## src/design/sorted_term_accumulator_macros.svh

```systemverilog
// ----------------------------------------------------------------------------
// sorted_term_accumulator_macros
// assertion macros of the sorted term accumulator rtl
// ----------------------------------------------------------------------------
`ifndef SORTED_TERM_ACCUMULATOR_MACROS_SVH
`define SORTED_TERM_ACCUMULATOR_MACROS_SVH

// same-cycle implication, checked out of reset
`define STACC_ASSERT_NOW(label, ante, cons, msg) \
  label: assert property (@(posedge clk) disable iff (!rst_n) (ante) |-> (cons)) \
    else $error(msg);

// next-cycle implication, checked out of reset
`define STACC_ASSERT_NEXT(label, ante, cons, msg) \
  label: assert property (@(posedge clk) disable iff (!rst_n) (ante) |=> (cons)) \
    else $error(msg);

`endif

```

## src/design/stacc_pkg.sv

```systemverilog
// ----------------------------------------------------------------------------
// stacc_pkg
// types and constants of the sorted term accumulator
// ----------------------------------------------------------------------------
package stacc_pkg;

  localparam int MAX_TERMS_DEF = 32;
  localparam int COEFF_W       = 32;
  localparam int EXP_W         = 16;
  localparam int TCOEFF_W      = 16;

  localparam logic OP_INSERT  = 1'b0;
  localparam logic OP_READOUT = 1'b1;

  typedef enum logic [2:0] {
    ST_MERGED     = 3'd0,
    ST_INSERTED   = 3'd1,
    ST_FULL       = 3'd2,
    ST_MERGED_SAT = 3'd3,
    ST_TERM       = 3'd4,
    ST_EMPTY      = 3'd5
  } status_t;

  typedef enum logic [1:0] {
    CELL_HOLD,
    CELL_INSERT,
    CELL_ROTATE
  } cell_op_t;

  typedef enum logic {
    S_IDLE,
    S_READ
  } state_t;

  typedef struct packed {
    cell_op_t op;
    logic     shift_en;
  } cell_cmd_t;

  typedef struct packed {
    logic signed [TCOEFF_W-1:0] coeff;
    logic signed [EXP_W-1:0]    exponent;
  } key_t;

  typedef struct packed {
    logic signed [COEFF_W-1:0] coeff;
    logic signed [EXP_W-1:0]   exponent;
  } term_t;

  typedef struct packed {
    logic signed [COEFF_W-1:0] coeff;
    logic signed [EXP_W-1:0]   exponent;
    logic                      last;
    status_t                   status;
  } result_t;

endpackage

```

## src/design/stacc_out_buf.sv

```systemverilog
// ----------------------------------------------------------------------------
// stacc_out_buf
// two-entry output buffer: output register plus skid register
// ----------------------------------------------------------------------------
module stacc_out_buf
  import stacc_pkg::*;
(
  input  logic    clk,
  input  logic    rst_n,
  input  logic    push,
  input  result_t push_data,
  output logic    space,
  output logic    o_valid,
  input  logic    o_ready,
  output result_t o_data
);

  logic    o_valid_r, o_valid_nxt;
  logic    s_valid_r, s_valid_nxt;
  result_t o_data_r,  o_data_nxt;
  result_t s_data_r,  s_data_nxt;
  logic    pop;

  assign pop   = o_valid_r && o_ready;
  assign space = !s_valid_r;

  always_comb begin
    o_valid_nxt = o_valid_r;
    s_valid_nxt = s_valid_r;
    o_data_nxt  = o_data_r;
    s_data_nxt  = s_data_r;
    if (pop || !o_valid_r) begin
      if (s_valid_r) begin
        o_valid_nxt = 1'b1;
        o_data_nxt  = s_data_r;
        s_valid_nxt = 1'b0;
      end else begin
        o_valid_nxt = push;
        o_data_nxt  = push_data;
      end
    end else if (push) begin
      s_valid_nxt = 1'b1;
      s_data_nxt  = push_data;
    end
  end

  always_ff @(posedge clk) begin
    if (!rst_n) begin
      o_valid_r <= 1'b0;
      s_valid_r <= 1'b0;
    end else begin
      o_valid_r <= o_valid_nxt;
      s_valid_r <= s_valid_nxt;
    end
    o_data_r <= o_data_nxt;
    s_data_r <= s_data_nxt;
  end

  assign o_valid = o_valid_r;
  assign o_data  = o_data_r;

endmodule

```

## config.mk

```make
export PLATFORM = sky130hd
export DESIGN_NAME = stacc_out_buf
export DESIGN_NICKNAME = d
export VERILOG_FILES = /design/src/design/sorted_term_accumulator_macros.svh /design/src/design/stacc_pkg.sv /design/src/design/stacc_out_buf.sv
export SDC_FILE = /design/constraint.sdc
export NUM_CORES = 1
export LEC_CHECK = 0
export BUFFER_PORTS_ARGS = -buffer_cell sky130_fd_sc_hd__buf_2
export CORE_ASPECT_RATIO = 0.6
export CORE_MARGIN = 4
export CORE_UTILIZATION = 41
export CTS_CLUSTER_SIZE = 14
export DETAILED_ROUTE_END_ITERATION = 10
export SYNTH_ARGS = -nofsm -noshare
export SYNTH_HDL_FRONTEND = slang
export SYNTH_SLANG_ARGS = --single-unit
```

## constraint.sdc

```tcl
create_clock -name clk -period 6.71 [get_ports clk]
set_input_delay 0.671 -clock clk [delete_from_list [all_inputs] [get_ports clk]]
set_output_delay 0.671 -clock clk [all_outputs]
set_load 0.02 [all_outputs]
```

==> results.json <==
{
  "hpwl_um": 4760,
  "grt_pass1_vias": 1967,
  "finalSetupViolations": 0,
  "port_buffers": 109,
  "powerDensity_mw_per_mm2": 277,
  "cts_tree": "built",
  "cts_hold_buf": 0,
  "required_ns": 6.70,
  "power_mw": 1.38,
  "ys_warn_count": 0,
  "seq_area_frac_synth_pct": 77.5,
  "drt-vias-per-instance": 4.55,
  "numCtsBuffers": 9,
  "drive_gt1_share_pct": 63.0,
  "skew_ns": 0.00581,
  "post-place-ws_ns": 3.91,
  "slew_headroom_pct": 33.2,
  "worstSetupPathType": "primary input to flop",
  "grt_pass1_wl_um": 10600,
  "yosysUniqueCellTypes": 12,
  "clock_sinks": 106,
  "wl_per_cell_um": 16.7,
  "cp-start-kind": "primary input",
  "layout.nets": 343,
  "synth_area_mm2": 0.00408,
  "die_h_um": 85.3,
  "syn_inst": 171,
  "setup_tns_ns": 0,
  "setup_ws_ns": 4.34,
  "drc_errors": 0,
  "worstPathMaxFanout": 55,
  "worst_path_max_delay_cell": "nor2_4",
  "syn2layout_area_growth_pct": 22.2,
  "slowest_delay_ns": 0.58,
  "irDropWorstVdd_uv": 149,
  "max-cap-violations": 0,
  "syn-num-nets": 227,
  "cts_resized": 0,
  "cts_setup_buffers": 0,
  "start_util_pct": 43.3,
  "critPathArrivalTime_ns": 2.37,
  "core_area_mm2": 0.00943,
  "status": "complete, no violations",
  "wl_met2_um": 2810,
  "cts_root_buffer": "clkbuf_16",
  "dr_wl_met3_um": 630,
  "crit_chain": "buf_2 -> nand2b_2 -> buf_4 -> nor2_4 -> buf_4",
  "finalHoldViolCount": 0,
  "fin_crit_sh_pct": 35.3,
  "vias": 1922,
  "fmax_mhz": 422,
  "rows": 27,
  "antenna_found_initial": 1,
  "ant_nets": 0,
  "grt_overflow_total": 0,
  "track_usage_pct": 12.5,
  "clockBufferDepth": 2,
  "drtPass1Iterations": 4,
  "clkSlewWorstSetupHoldPaths_ns": 0.07,
  "fin_crit_ns": 2.37,
  "drt_wl_total_um": 7030,
  "antennaDiodeCount": 0,
  "die_area_mm2": 0.0117,
  "syn_avg_cell_area_um2": 23.9,
  "worst_setup_path_end_kind": "flop",
  "yosys_register_bits": 106,
  "dr.max_layer_used": "met5",
  "htree_num_levels": 3,
  "clk_latency_ns": 0.34,
  "drt_iter0_drc": 170,
  "slew_violations": 0,
  "power_leakage_nw": 1.95,
  "ioPinCount": 110,
  "hold_path.class": "primary input to flop",
  "place_congestion": 0.725,
  "grt_max_degree": 56,
  "tightest_slew_ns": 1.00,
  "die_x_um": 137,
  "rsz0062_at_grt": "false",
  "critPathMostFrequentCell": "buf_4",
  "wl_met1_um": 3500
}
[where the power goes]
| part | switching, mW | internal [mW] | total, mW |
|---|---|---|---|
| Combinational | 0.0658 | 0.0545 | 0.120 |
| Sequential | 0.0130 | 0.764 | 0.777 |
| Clock | 0.234 | 0.253 | 0.487 |
| Total | 0.312 | 1.07 | 1.38 |
[critical path, delay by kind of cell]
kind / cells / cell delay (ns)
AND/OR/NAND/NOR: 2 / 0.73
buffers and inverters: 3 / 0.90
[metrics by stage]
step,hold WS [ns],utilization [%],area [µm²],std cells
after floorplan,0.523,-,4080,171
after global placement,0.529,50.0,4710,406
after detailed placement,0.534,50.0,4710,406
after CTS,0.500,52.9,4990,422
after global routing,0.500,52.9,4990,422
final,0.515,52.9,4990,422
[cell type report]
class	count	area [µm²]
fill	765	4440
sequential	106	3170
multi-input combinational	57	812
timing repair buffer	111	561
clock buffer	9	225
tap	130	163
clock inverter	7	55.1
inverter	2	7.51
[routing by layer]
layer | up-vias | global-route usage (%)
li1 | 906 | -
met1 | 924 | 17.9
met2 | 80 | 16.7
met3 | 10 | 5.98
met4 | 2 | 3.80
met5 | - | 0
[sequential cells by signal, indices dropped and copies added, names as in the netlist]
signal,flops
o_data,52
o_valid,1
s_data_r,52
s_valid_r,1
[layout by cell type, fill, tap and decap left out]
master / count
mux2_4: 48
buf_2: 109
inv_1: 2
nand2b_2: 1
mux2_2: 4
clkbuf_16: 9
clkinv_4: 1
edfxtp_1: 104
nor2_4: 1
dfxtp_1: 1
nor2_2: 1
dfxtp_4: 1
inv_6: 1
a21boi_1: 1
nor3b_2: 1
clkinvlp_4: 5
buf_4: 2
[cells by family after synthesis]
logic type | Yosys count | share of synthesized area, %
flip-flops | 106 | 77.5
multiplexers | 52 | 18.7
buffers and inverters | 8 | 2.91
AND/OR/NAND/NOR | 4 | 0.705
AO/OA/AOI/OAI | 1 | 0.184
[final timing paths]
kind	slack, ns	endpoint	start	cells after the start
worst max-delay path	4.34	s_data_r[3]	o_ready	5
worst min-delay path	0.51	s_data_r[51]	push_data[51]	1
worst max register to register	4.52	s_data_r[3]	o_valid	4
worst min register to register	0.55	o_data[49]	s_data_r[49]	1
[synth_stat cells]
library cell | count | area, µm²
edfxtp_1 | 104 | 3120
mux2_4 | 48 | 721
buf_12 | 5 | 100
mux2_2 | 4 | 45.0
dfxtp_1 | 2 | 40.0
inv_1 | 2 | 7.51
a21boi_1 | 1 | 7.51
buf_6 | 1 | 11.3
nand2b_1 | 1 | 6.26
nor2_1 | 1 | 3.75
nor2_2 | 1 | 6.26
nor3b_2 | 1 | 12.5
(Power assumes the default switching activity.)
