### src/design/sorted_term_accumulator_macros.svh
// ----------------------------------------------------------------------------
// sorted_term_accumulator_macros
// assertion macros of the sorted term accumulator rtl
// ----------------------------------------------------------------------------
`ifndef SORTED_TERM_ACCUMULATOR_MACROS_SVH
`define SORTED_TERM_ACCUMULATOR_MACROS_SVH

// same-cycle implication, checked out of reset
`define STACC_ASSERT_NOW(label, ante, cons, msg) \
  label: assert property (@(posedge clk) disable iff (!rst_n) (ante) |-> (cons)) \
    else $error(msg);

// next-cycle implication, checked out of reset
`define STACC_ASSERT_NEXT(label, ante, cons, msg) \
  label: assert property (@(posedge clk) disable iff (!rst_n) (ante) |=> (cons)) \
    else $error(msg);

`endif

### src/design/stacc_pkg.sv
// ----------------------------------------------------------------------------
// stacc_pkg
// types and constants of the sorted term accumulator
// ----------------------------------------------------------------------------
package stacc_pkg;

  localparam int MAX_TERMS_DEF = 32;
  localparam int COEFF_W       = 32;
  localparam int EXP_W         = 16;
  localparam int TCOEFF_W      = 16;

  localparam logic OP_INSERT  = 1'b0;
  localparam logic OP_READOUT = 1'b1;

  typedef enum logic [2:0] {
    ST_MERGED     = 3'd0,
    ST_INSERTED   = 3'd1,
    ST_FULL       = 3'd2,
    ST_MERGED_SAT = 3'd3,
    ST_TERM       = 3'd4,
    ST_EMPTY      = 3'd5
  } status_t;

  typedef enum logic [1:0] {
    CELL_HOLD,
    CELL_INSERT,
    CELL_ROTATE
  } cell_op_t;

  typedef enum logic {
    S_IDLE,
    S_READ
  } state_t;

  typedef struct packed {
    cell_op_t op;
    logic     shift_en;
  } cell_cmd_t;

  typedef struct packed {
    logic signed [TCOEFF_W-1:0] coeff;
    logic signed [EXP_W-1:0]    exponent;
  } key_t;

  typedef struct packed {
    logic signed [COEFF_W-1:0] coeff;
    logic signed [EXP_W-1:0]   exponent;
  } term_t;

  typedef struct packed {
    logic signed [COEFF_W-1:0] coeff;
    logic signed [EXP_W-1:0]   exponent;
    logic                      last;
    status_t                   status;
  } result_t;

endpackage

### src/design/stacc_cell.sv
// ----------------------------------------------------------------------------
// stacc_cell
// one slot of the sorted term chain: compare, merge, shift and rotate
// ----------------------------------------------------------------------------
module stacc_cell
  import stacc_pkg::*;
#(
  parameter int MAX_TERMS = MAX_TERMS_DEF,
  parameter int IDX       = 0,
  localparam int CW       = $clog2(MAX_TERMS + 1)
) (
  input  logic            clk,
  input  cell_cmd_t       cmd,
  input  key_t            key,
  input  logic [CW-1:0]   count,
  input  logic            prev_gt,
  input  term_t           prev_term,
  input  term_t           next_term,
  input  term_t           head_term,
  output logic            gt,
  output logic            eq,
  output logic            sat,
  output term_t           term
);

  term_t       term_r;
  term_t       term_nxt;
  logic        valid;
  logic        is_tail;
  logic [32:0] sum;
  logic        ovf;
  logic [31:0] merged;

  assign valid   = count > CW'(IDX);
  assign is_tail = count == CW'(IDX + 1);

  assign gt = valid && ($signed(term_r.exponent) > $signed(key.exponent));
  assign eq = valid && (term_r.exponent == key.exponent);

  // 33-bit sum, overflow when the two top bits differ
  assign sum    = {term_r.coeff[31], term_r.coeff} + {{17{key.coeff[15]}}, key.coeff};
  assign ovf    = sum[32] ^ sum[31];
  assign merged = ovf ? (sum[32] ? 32'h8000_0000 : 32'h7fff_ffff) : sum[31:0];
  assign sat    = eq && ovf;

  always_comb begin
    term_nxt = term_r;
    case (cmd.op)
      CELL_INSERT: begin
        if (eq) begin
          term_nxt.coeff = merged;
        end else if (cmd.shift_en) begin
          if (prev_gt && !gt) begin
            term_nxt.coeff    = {{16{key.coeff[15]}}, key.coeff};
            term_nxt.exponent = key.exponent;
          end else if (!prev_gt) begin
            term_nxt = prev_term;
          end
        end
      end
      CELL_ROTATE: begin
        // tail slot takes the head item, the rest move one toward the head
        term_nxt = is_tail ? head_term : next_term;
      end
      default: begin
        term_nxt = term_r;
      end
    endcase
  end

  always_ff @(posedge clk) begin
    term_r <= term_nxt;
  end

  assign term = term_r;

endmodule

### config.mk
export PLATFORM = sky130hd
export DESIGN_NAME = stacc_cell
export DESIGN_NICKNAME = d
export VERILOG_FILES = /design/src/design/sorted_term_accumulator_macros.svh /design/src/design/stacc_pkg.sv /design/src/design/stacc_cell.sv
export SDC_FILE = /design/constraint.sdc
export NUM_CORES = 1
export LEC_CHECK = 0
export BUFFER_PORTS_ARGS = -buffer_cell sky130_fd_sc_hd__clkbuf_2
export CAP_MARGIN = 20
export CORE_ASPECT_RATIO = 0.9
export CORE_MARGIN = 2
export CORE_UTILIZATION = 49
export CTS_BUF_LIST = sky130_fd_sc_hd__clkbuf_16
export DETAILED_ROUTE_END_ITERATION = 12
export PLACE_DENSITY = 0.86
export SLEW_MARGIN = 5
export SYNTH_ARGS = -nofsm -noshare
export SYNTH_HDL_FRONTEND = slang
export SYNTH_SLANG_ARGS = --single-unit
### constraint.sdc
create_clock -name clk -period 5.2 [get_ports clk]
set_clock_uncertainty 0.1 [all_clocks]
set_input_delay 0.26 -clock clk [delete_from_list [all_inputs] [get_ports clk]]
set_output_delay 0.26 -clock clk [all_outputs]
set_load 0.05 [all_outputs]
==> results of run 1 <==
[worst reg2reg max path, stage by stage, from the launching register on]
cell      delay [ns]
edfxtp_1        0.39
ha_1            0.34
nand4_1         0.16
nor4_1          0.67
nor3b_1         0.13
mux2i_2         0.27
nand2_2         0.62
mux2i_1         0.42
a32o_1          0.18
a21oi_1         0.05
[cell usage in the layout (no fill, tap or decap), types with 3 or more instances in the layout]
master	synthesis	final
o211ai_1	5	5
a32o_1	15	15
inv_1	30	30
nand3_1	11	11
clkbuf_16	0	5
nor3_1	7	7
o21ai_1	3	3
clkbuf_2	1	237
o21a_1	6	6
mux2i_1	33	33
a21oi_1	121	121
a21o_1	19	19
o22ai_1	16	16
a31o_2	3	3
and3_1	25	25
o21ai_0	16	16
nand4_1	9	9
a211oi_1	3	3
o31ai_1	4	4
and4_1	3	3
xor2_1	12	12
edfxtp_1	48	48
o211a_1	3	3
xnor2_1	14	14
buf_4	2	5
nand2_1	103	103
nor2_1	34	34
or3_1	3	3
a31oi_1	5	4
nand2b_1	6	6
ha_1	50	50
[cell type report]
type / instances / area, um2
fill: 1022 / 3930
multi-input combinational: 570 / 3800
sequential: 48 / 1440
timing repair buffer: 244 / 1280
tap: 152 / 190
clock buffer: 5 / 125
inverter: 31 / 116
clock inverter: 3 / 18.8
[cells by family (layout without fill, tap and decap cells)]
logic type	Yosys count	in the layout	share of synthesized area, %
muxes	36	36	6.89
DFF	48	48	26.1
xor gates and xnor gates	26	26	4.12
and+or+nand+nor	218	218	18.5
buffers and inverters	70	283	5.44
adders and majority gates	51	51	11.7
AOI/OAI and AO/OA	239	239	27.2
[power breakdown]
part           switching, mW  total [mW]  internal (mW)
Combinational          0.614       0.975          0.361
Sequential            0.0289       0.518          0.489
Clock                  0.154       0.331          0.177
Total                  0.797        1.82           1.03
[layer usage]
layer	part of all wire, %	vias up	track usage (%)
li1	-	2990	-
met1	44	2801	38.4
met2	48	253	48.7
met3	6.5	28	3.77
met4	1.9	0	6.21
met5	0	-	0
[worst paths after layout]
check	slack (ns)	depth (start not counted)	from	end
setup / recovery	1.52	11	term[16]	sat
hold / removal	0.23	3	prev_term[45]	term[45]
setup reg to reg	1.57	9	term[15]	term[18]
hold reg to reg	0.67	3	term[16]	term[16]
[per-stage QoR]
stage                     setup slack [ns]  instances
after floorplan                      0.502        688
after global placement                1.54       1043
after detailed placement              1.48       1043
after CTS                             1.46       1051
after global routing                  1.29       1053
final                                 1.52       1053
==> results.sh, run 1 <==
export IMPL_status="complete, no violations"
export IMPL_final_antenna_net_count=0
export IMPL_path_cells="ha_1 > inv_1 > fa_1 > nand2b_1 > a21oi_1 > o31ai_1 > a211o_1 > a211oi_2 > nor2_1 > nor2_1 > clkbuf_2"
export IMPL_power_ir_vdd_worst_uv=145
export IMPL_number_of_enable_type_register_cells_in_the_synthesized_netlist=48
export IMPL_tritoncts="yes"
export IMPL_total_cell_area_at_the_placement_stage_um2=6770
export IMPL_stdcell_area_um2=6970
export IMPL_rsz0062_at_grt="false"
export IMPL_finalWeightedCongestion=0.957
export IMPL_total_power_mw=1.82
export IMPL_vias_in_the_first_global_route=5765
export IMPL_syn_area_per_cell_um2=8.03
export IMPL_drc_errors=0
export IMPL_max_cap_violations=0
export IMPL_cp_required_ns=4.84
export IMPL_worst_path_dominant_cell_family="compound AO/OA/AOI/OAI gates"
export IMPL_post_cts_setup_buffers=0
export IMPL_routed_wirelength_mm=17.6
export IMPL_max_transition_margin_pct=26.2
export IMPL_period_share_pct=70.7
export IMPL_clk_transition_reported_paths_ns=0.07
export IMPL_worst_slew_pin_slew_ns=1.10
export IMPL_coreArea_um2=10900
export IMPL_critical_path_max_stage_delay_ns=0.38
export IMPL_fraction_of_final_layout_cells_sized_beyond_drive_strength_1_pct=30.1
export IMPL_cts_hold_buffers_added=0
export IMPL_firstDrtPassIters=5
export IMPL_std_cell_rows=36
export IMPL_slowest_stage="fa_1"
export IMPL_antenna_found_initial=0
export IMPL_crit_path_end_kind="output pin"
export IMPL_path_class="register to output pin"
export IMPL_mappedNetlistArea_um2=5520
export IMPL_ys_async_sr_fraction_pct=0
export IMPL_largest_net_degree_at_the_start_of_global_routing=47
export IMPL_synth_main_ff_cell="edfxtp_1"
export IMPL_synth_warnings=0
export IMPL_synth_top_cells_by_area="edfxtp_1 26%, ha_1 11%, a21oi_1 11%"
export IMPL_library_cells_used_by_synthesis=65
export IMPL_routed_via_count=6072
export IMPL_start_util_pct=50.7
export IMPL_fp_dieH_um=105
export IMPL_fin_crit_ns=3.68
export IMPL_fin_nets=1138
export IMPL_post_synth_inst_count=688
export IMPL_crit_top_cell="nor2_1"
export IMPL_grt_remaining_overflow=0
export IMPL_arrival_ns=3.32
export IMPL_dieArea_um2=12100
export IMPL_setup_worst_path_start_class="register"
export IMPL_root_buffer="clkbuf_16"
export IMPL_grtUsageTotal_pct=28.5
export IMPL_synthTopCellsByCount="121 x a21oi_1, 103 x nand2_1, 50 x ha_1, 48 x edfxtp_1, 34 x nor2_1"
export IMPL_relative_area_change_from_synthesis_to_final_layout_pct=26.2
export IMPL_initialDrtViolationCount=395
export IMPL_cellPowerDensity_nw_per_um2=262
export IMPL_p_leak_nw=3.46
export IMPL_fin_tns_setup_ns=0
export IMPL_maxSlewViolCount=0
export IMPL_worst_hold_slack_ns=0.232
export IMPL_cell_with_the_most_instances_after_synthesis="a21oi_1"
export IMPL_worst_path_max_fanout=8
export IMPL_tritoncts_sinks=48
export IMPL_num_io_pins=238
export IMPL_utilization_pct=63.9
export IMPL_max_buffers_root_to_sink=2
export IMPL_first_pass_grt_wire_length_mm=27.9
export IMPL_drt_wirelength_per_cell_um=16.7
export IMPL_buffering_stage_count_on_the_worst_path_with_inverters_included=2
export IMPL_ys_ff_latch=48
export IMPL_synth_top_area_share_pct=26.1
export IMPL_postCtsResizedCells=0
export IMPL_diodes=0
export IMPL_synth_seq_area_share_pct=26.1
export IMPL_die_width_um=116
export IMPL_clock_insertion_delay_worst_skew_ns=0.30
export IMPL_hpwl_after_detailed_placement_mm=14.0
export IMPL_cts_made_buffers=5
export IMPL_post_syn_nets=926
export IMPL_ctsHtreeMaxLevel=2
export IMPL_hold_viol_final=0
export IMPL_synth_largest_area_cell="edfxtp_1"
export IMPL_drt_vias_per_instance=5.77
export IMPL_setup_violations=0
export IMPL_hold_class="input port to register"
export IMPL_largest_register_ff_count=48
export IMPL_timing_fmax_mhz=272
export IMPL_buffer_ports_inserted=237
Power figures use the tool's default switching activity.
==> inputs of run 2 (changes only) <==
--- a/config.mk
+++ b/config.mk
@@ -5,14 +5,15 @@
 export SDC_FILE = /design/constraint.sdc
 export NUM_CORES = 1
 export LEC_CHECK = 0
+export ABC_AREA = 1
 export BUFFER_PORTS_ARGS = -buffer_cell sky130_fd_sc_hd__clkbuf_2
 export CAP_MARGIN = 20
 export CORE_ASPECT_RATIO = 0.9
 export CORE_MARGIN = 2
-export CORE_UTILIZATION = 49
+export CORE_UTILIZATION = 51
 export CTS_BUF_LIST = sky130_fd_sc_hd__clkbuf_16
 export DETAILED_ROUTE_END_ITERATION = 12
-export PLACE_DENSITY = 0.86
+export PLACE_DENSITY = 0.87
 export SLEW_MARGIN = 5
 export SYNTH_ARGS = -nofsm -noshare
 export SYNTH_HDL_FRONTEND = slang
==> constraint.sdc (replaced) <==
create_clock -name clk -period 3.64 [get_ports clk]
set_clock_uncertainty 0.1 [all_clocks]
set_input_delay 0.182 -clock clk [delete_from_list [all_inputs] [get_ports clk]]
set_output_delay 0.182 -clock clk [all_outputs]
set_load 0.05 [all_outputs]
==> results.sh, run 2 <==
export IMPL_library_cells_used_by_synthesis=36
export IMPL_worst_hold_slack_ns=0.0934
export IMPL_routed_wirelength_mm=21.0
export IMPL_synth_seq_area_share_pct=23.4
export IMPL_vias_in_the_first_global_route=6765
export IMPL_rsz0062_at_grt="false"
export IMPL_synth_top_area_share_pct=23.4
export IMPL_max_transition_margin_pct=52.3
export IMPL_rr_worst_depth=10
export IMPL_fin_tns_setup_ns=0
export IMPL_worstSetupEndpoint="sat"
export IMPL_crit_path_end_kind="output pin"
export IMPL_grtUsageTotal_pct=31.9
export IMPL_power_switching_mw=1.27
export IMPL_drt_vias_per_instance=5.41
export IMPL_syn_area_per_cell_um2=6.21
export IMPL_hold_class="input port to register"
export IMPL_initialDrtViolationCount=690
export IMPL_commonest_cells_after_routing_fill_and_taps_aside="308 x nand2_1, 237 x clkbuf_2, 124 x nor2_1, 106 x nand3_1, 103 x inv_1"
export IMPL_p_leak_nw=4.23
export IMPL_dieArea_um2=13000
export IMPL_buffer_ports_inserted=237
export IMPL_period_share_pct=90.0
export IMPL_power_switching_fraction_pct=44.7
export IMPL_path_class="register to output pin"
export IMPL_total_power_mw=2.84
export IMPL_cts_hold_buffers_added=0
export IMPL_hold_viol_final=0
export IMPL_slowest_stage="fa_1"
export IMPL_final_antenna_net_count=0
export IMPL_firstDrtPassIters=5
export IMPL_post_syn_nets=1230
export IMPL_root_buffer="clkbuf_16"
export IMPL_crit_startpoint="term[16]"
export IMPL_clk_transition_reported_paths_ns=0.07
export IMPL_drt_wirelength_per_cell_um=15.3
export IMPL_clkPwrFrac_pct=21.1
export IMPL_fp_dieH_um=108
export IMPL_largest_register_ff_count=48
export IMPL_coreArea_um2=11900
export IMPL_postCtsResizedCells=0
export IMPL_tritoncts="yes"
export IMPL_cp_required_ns=3.36
export IMPL_mostFrequentLayoutCell="nand2_1"
export IMPL_hpwl_after_detailed_placement_mm=17.0
export IMPL_power_ir_vdd_worst_uv=199
export IMPL_cell_internal_pwr_mw=1.57
export IMPL_ctsHtreeMaxLevel=2
export IMPL_crit_top_cell="nand2_1"
export IMPL_synth_warnings=0
export IMPL_maxSlewViolCount=0
export IMPL_antenna_found_initial=0
export IMPL_worst_path_max_fanout=32
export IMPL_fin_nets=1445
export IMPL_largest_net_degree_at_the_start_of_global_routing=50
export IMPL_cts_made_buffers=5
export IMPL_ys_async_sr_fraction_pct=0
export IMPL_synth_largest_area_cell="edfxtp_1"
export IMPL_num_io_pins=238
export IMPL_relative_area_change_from_synthesis_to_final_layout_pct=23.6
export IMPL_arrival_ns=2.99
export IMPL_tritoncts_sinks=48
export IMPL_std_cell_rows=38
export IMPL_finalWeightedCongestion=1.04
export IMPL_power_share_combinational_pct=52.5
export IMPL_synthTopCellsByCount="308 x nand2_1, 124 x nor2_1, 107 x nand3_1, 104 x inv_1, 63 x o21ai_0"
export IMPL_cellPowerDensity_nw_per_um2=373
export IMPL_max_cap_violations=0
export IMPL_worst_slew_pin_slew_ns=0.714
export IMPL_first_pass_grt_wire_length_mm=33.1
export IMPL_mappedNetlistArea_um2=6160
export IMPL_post_synth_inst_count=992
export IMPL_drc_errors=0
export IMPL_start_util_pct=51.6
export IMPL_synth_top_cells_by_area="edfxtp_1 23%, nand2_1 19%, ha_1 10%"
export IMPL_synth_main_ff_cell="edfxtp_1"
export IMPL_status="complete, no violations"
export IMPL_power_share_sequential_pct=26.4
export IMPL_setup_violations=0
export IMPL_setup_worst_path_start_class="register"
export IMPL_timing_fmax_mhz=305
export IMPL_clock_insertion_delay_worst_skew_ns=0.29
export IMPL_grt_remaining_overflow=0
export IMPL_post_cts_setup_buffers=0
export IMPL_max_buffers_root_to_sink=2
export IMPL_die_width_um=120
export IMPL_critical_path_reg2reg_endpoint="term[36]"
export IMPL_fin_crit_ns=3.28
export IMPL_critical_path_max_stage_delay_ns=0.39
export IMPL_utilization_pct=63.8
export IMPL_diodes=0
export IMPL_fraction_of_final_layout_cells_sized_beyond_drive_strength_1_pct=23.4
export IMPL_ys_ff_latch=48
export IMPL_flop2flop_setup_slack_ns=0.67
export IMPL_cell_with_the_most_instances_after_synthesis="nand2_1"
export IMPL_path_cells="ha_1 > inv_1 > fa_1 > inv_1 > nand3_1 > nand2_1 > nand2_1 > nand2_2 > nand2_1 > nand2_2 > nand2_2 > nand2_1 > nand2_1 > nand2_1 > nand2_4 > a21oi_1 > clkbuf_2"
export IMPL_number_of_enable_type_register_cells_in_the_synthesized_netlist=48
export IMPL_worstReg2RegStart="term[15]"
export IMPL_routed_via_count=7401
==> run 2: cell count changes in the layout (fill, tap and decap cells not counted), sizes merged, moves of 12 or more <==
cell and delta:
a32o -15, nand3 +98, nand2 +214, inv +76, and3 -25, o21ai +55
a21oi -82, mux2i -36, nor2 +90, xnor2 -12, a21o -19
==> run 2: final cells by class <==
| class | count | area (um2) |
|---|---|---|
| fill | 1176 | 4320 |
| multi-input combinational | 798 | 4120 |
| sequential | 48 | 1440 |
| timing repair buffer | 248 | 1270 |
| inverter | 106 | 398 |
| tap | 160 | 200 |
| clock buffer | 5 | 125 |
| clock inverter | 2 | 60.1 |
==> run 2: worst min path at each step <==
stage	start	end	slack, ns	cells after the start
detailed placement	head_term[19]	term[19]	0.40	3
finish	next_term[31]	term[31]	0.09	3
CTS	head_term[19]	term[19]	0.09	3
global route	head_term[23]	term[23]	0.11	3
floorplan	head_term[23]	term[23]	0.31	2
global placement	next_term[31]	term[31]	0.39	3
==> run 2: stage by stage <==
stage | setup WS [ns] | cell area, um2 | instances
floorplan | 0.0987 | 6170 | 992
finish | 0.364 | 7620 | 1367
global placement | 0.642 | 7430 | 1360
global route | 0.139 | 7620 | 1367
detailed placement | 0.523 | 7430 | 1360
CTS | 0.207 | 7610 | 1367
==> run 2: power groups by stage <==
stage / clock network (mW) / registers [mW] / logic, mW
final: 0.599 / 0.748 / 1.49
after global routing: 0.624 / 0.753 / 1.65
after CTS: 0.606 / 0.748 / 1.47
after detailed placement: 0 / 0.760 / 1.46
after global placement: 0 / 0.758 / 1.45
after floorplan: 0 / 0.955 / 0.867
==> run 2: metal layers <==
| metal | vias up | wire, um | track usage (%) |
|---|---|---|---|
| met3 | 36 | 2050 | 6.12 |
| met1 | 3296 | 8590 | 41.4 |
| met5 | - | 0 | 0 |
| met2 | 383 | 9880 | 54.6 |
| met4 | 0 | 450 | 8.91 |
| li1 | 3686 | - | - |
==> run 2: cells by family after synthesis <==
group                      after synthesis  synth area share [%]
buffers and inverters                  146                  10.1
adders and majority gates               51                  10.5
AOI/OAI and AO/OA                      158                  14.8
xor gates and xnor gates                19                  2.70
and+or+nand+nor                        570                  38.5
DFF                                     48                  23.4
==> run 2: worst max-delay path, delay by kind of cell (launching register included) <==
kind,cells,cell delay [ns]
simple gates,11,1.07
fa+ha+maj,2,0.56
buf+inv,3,0.45
flops,1,0.35
compound gates,1,0.25
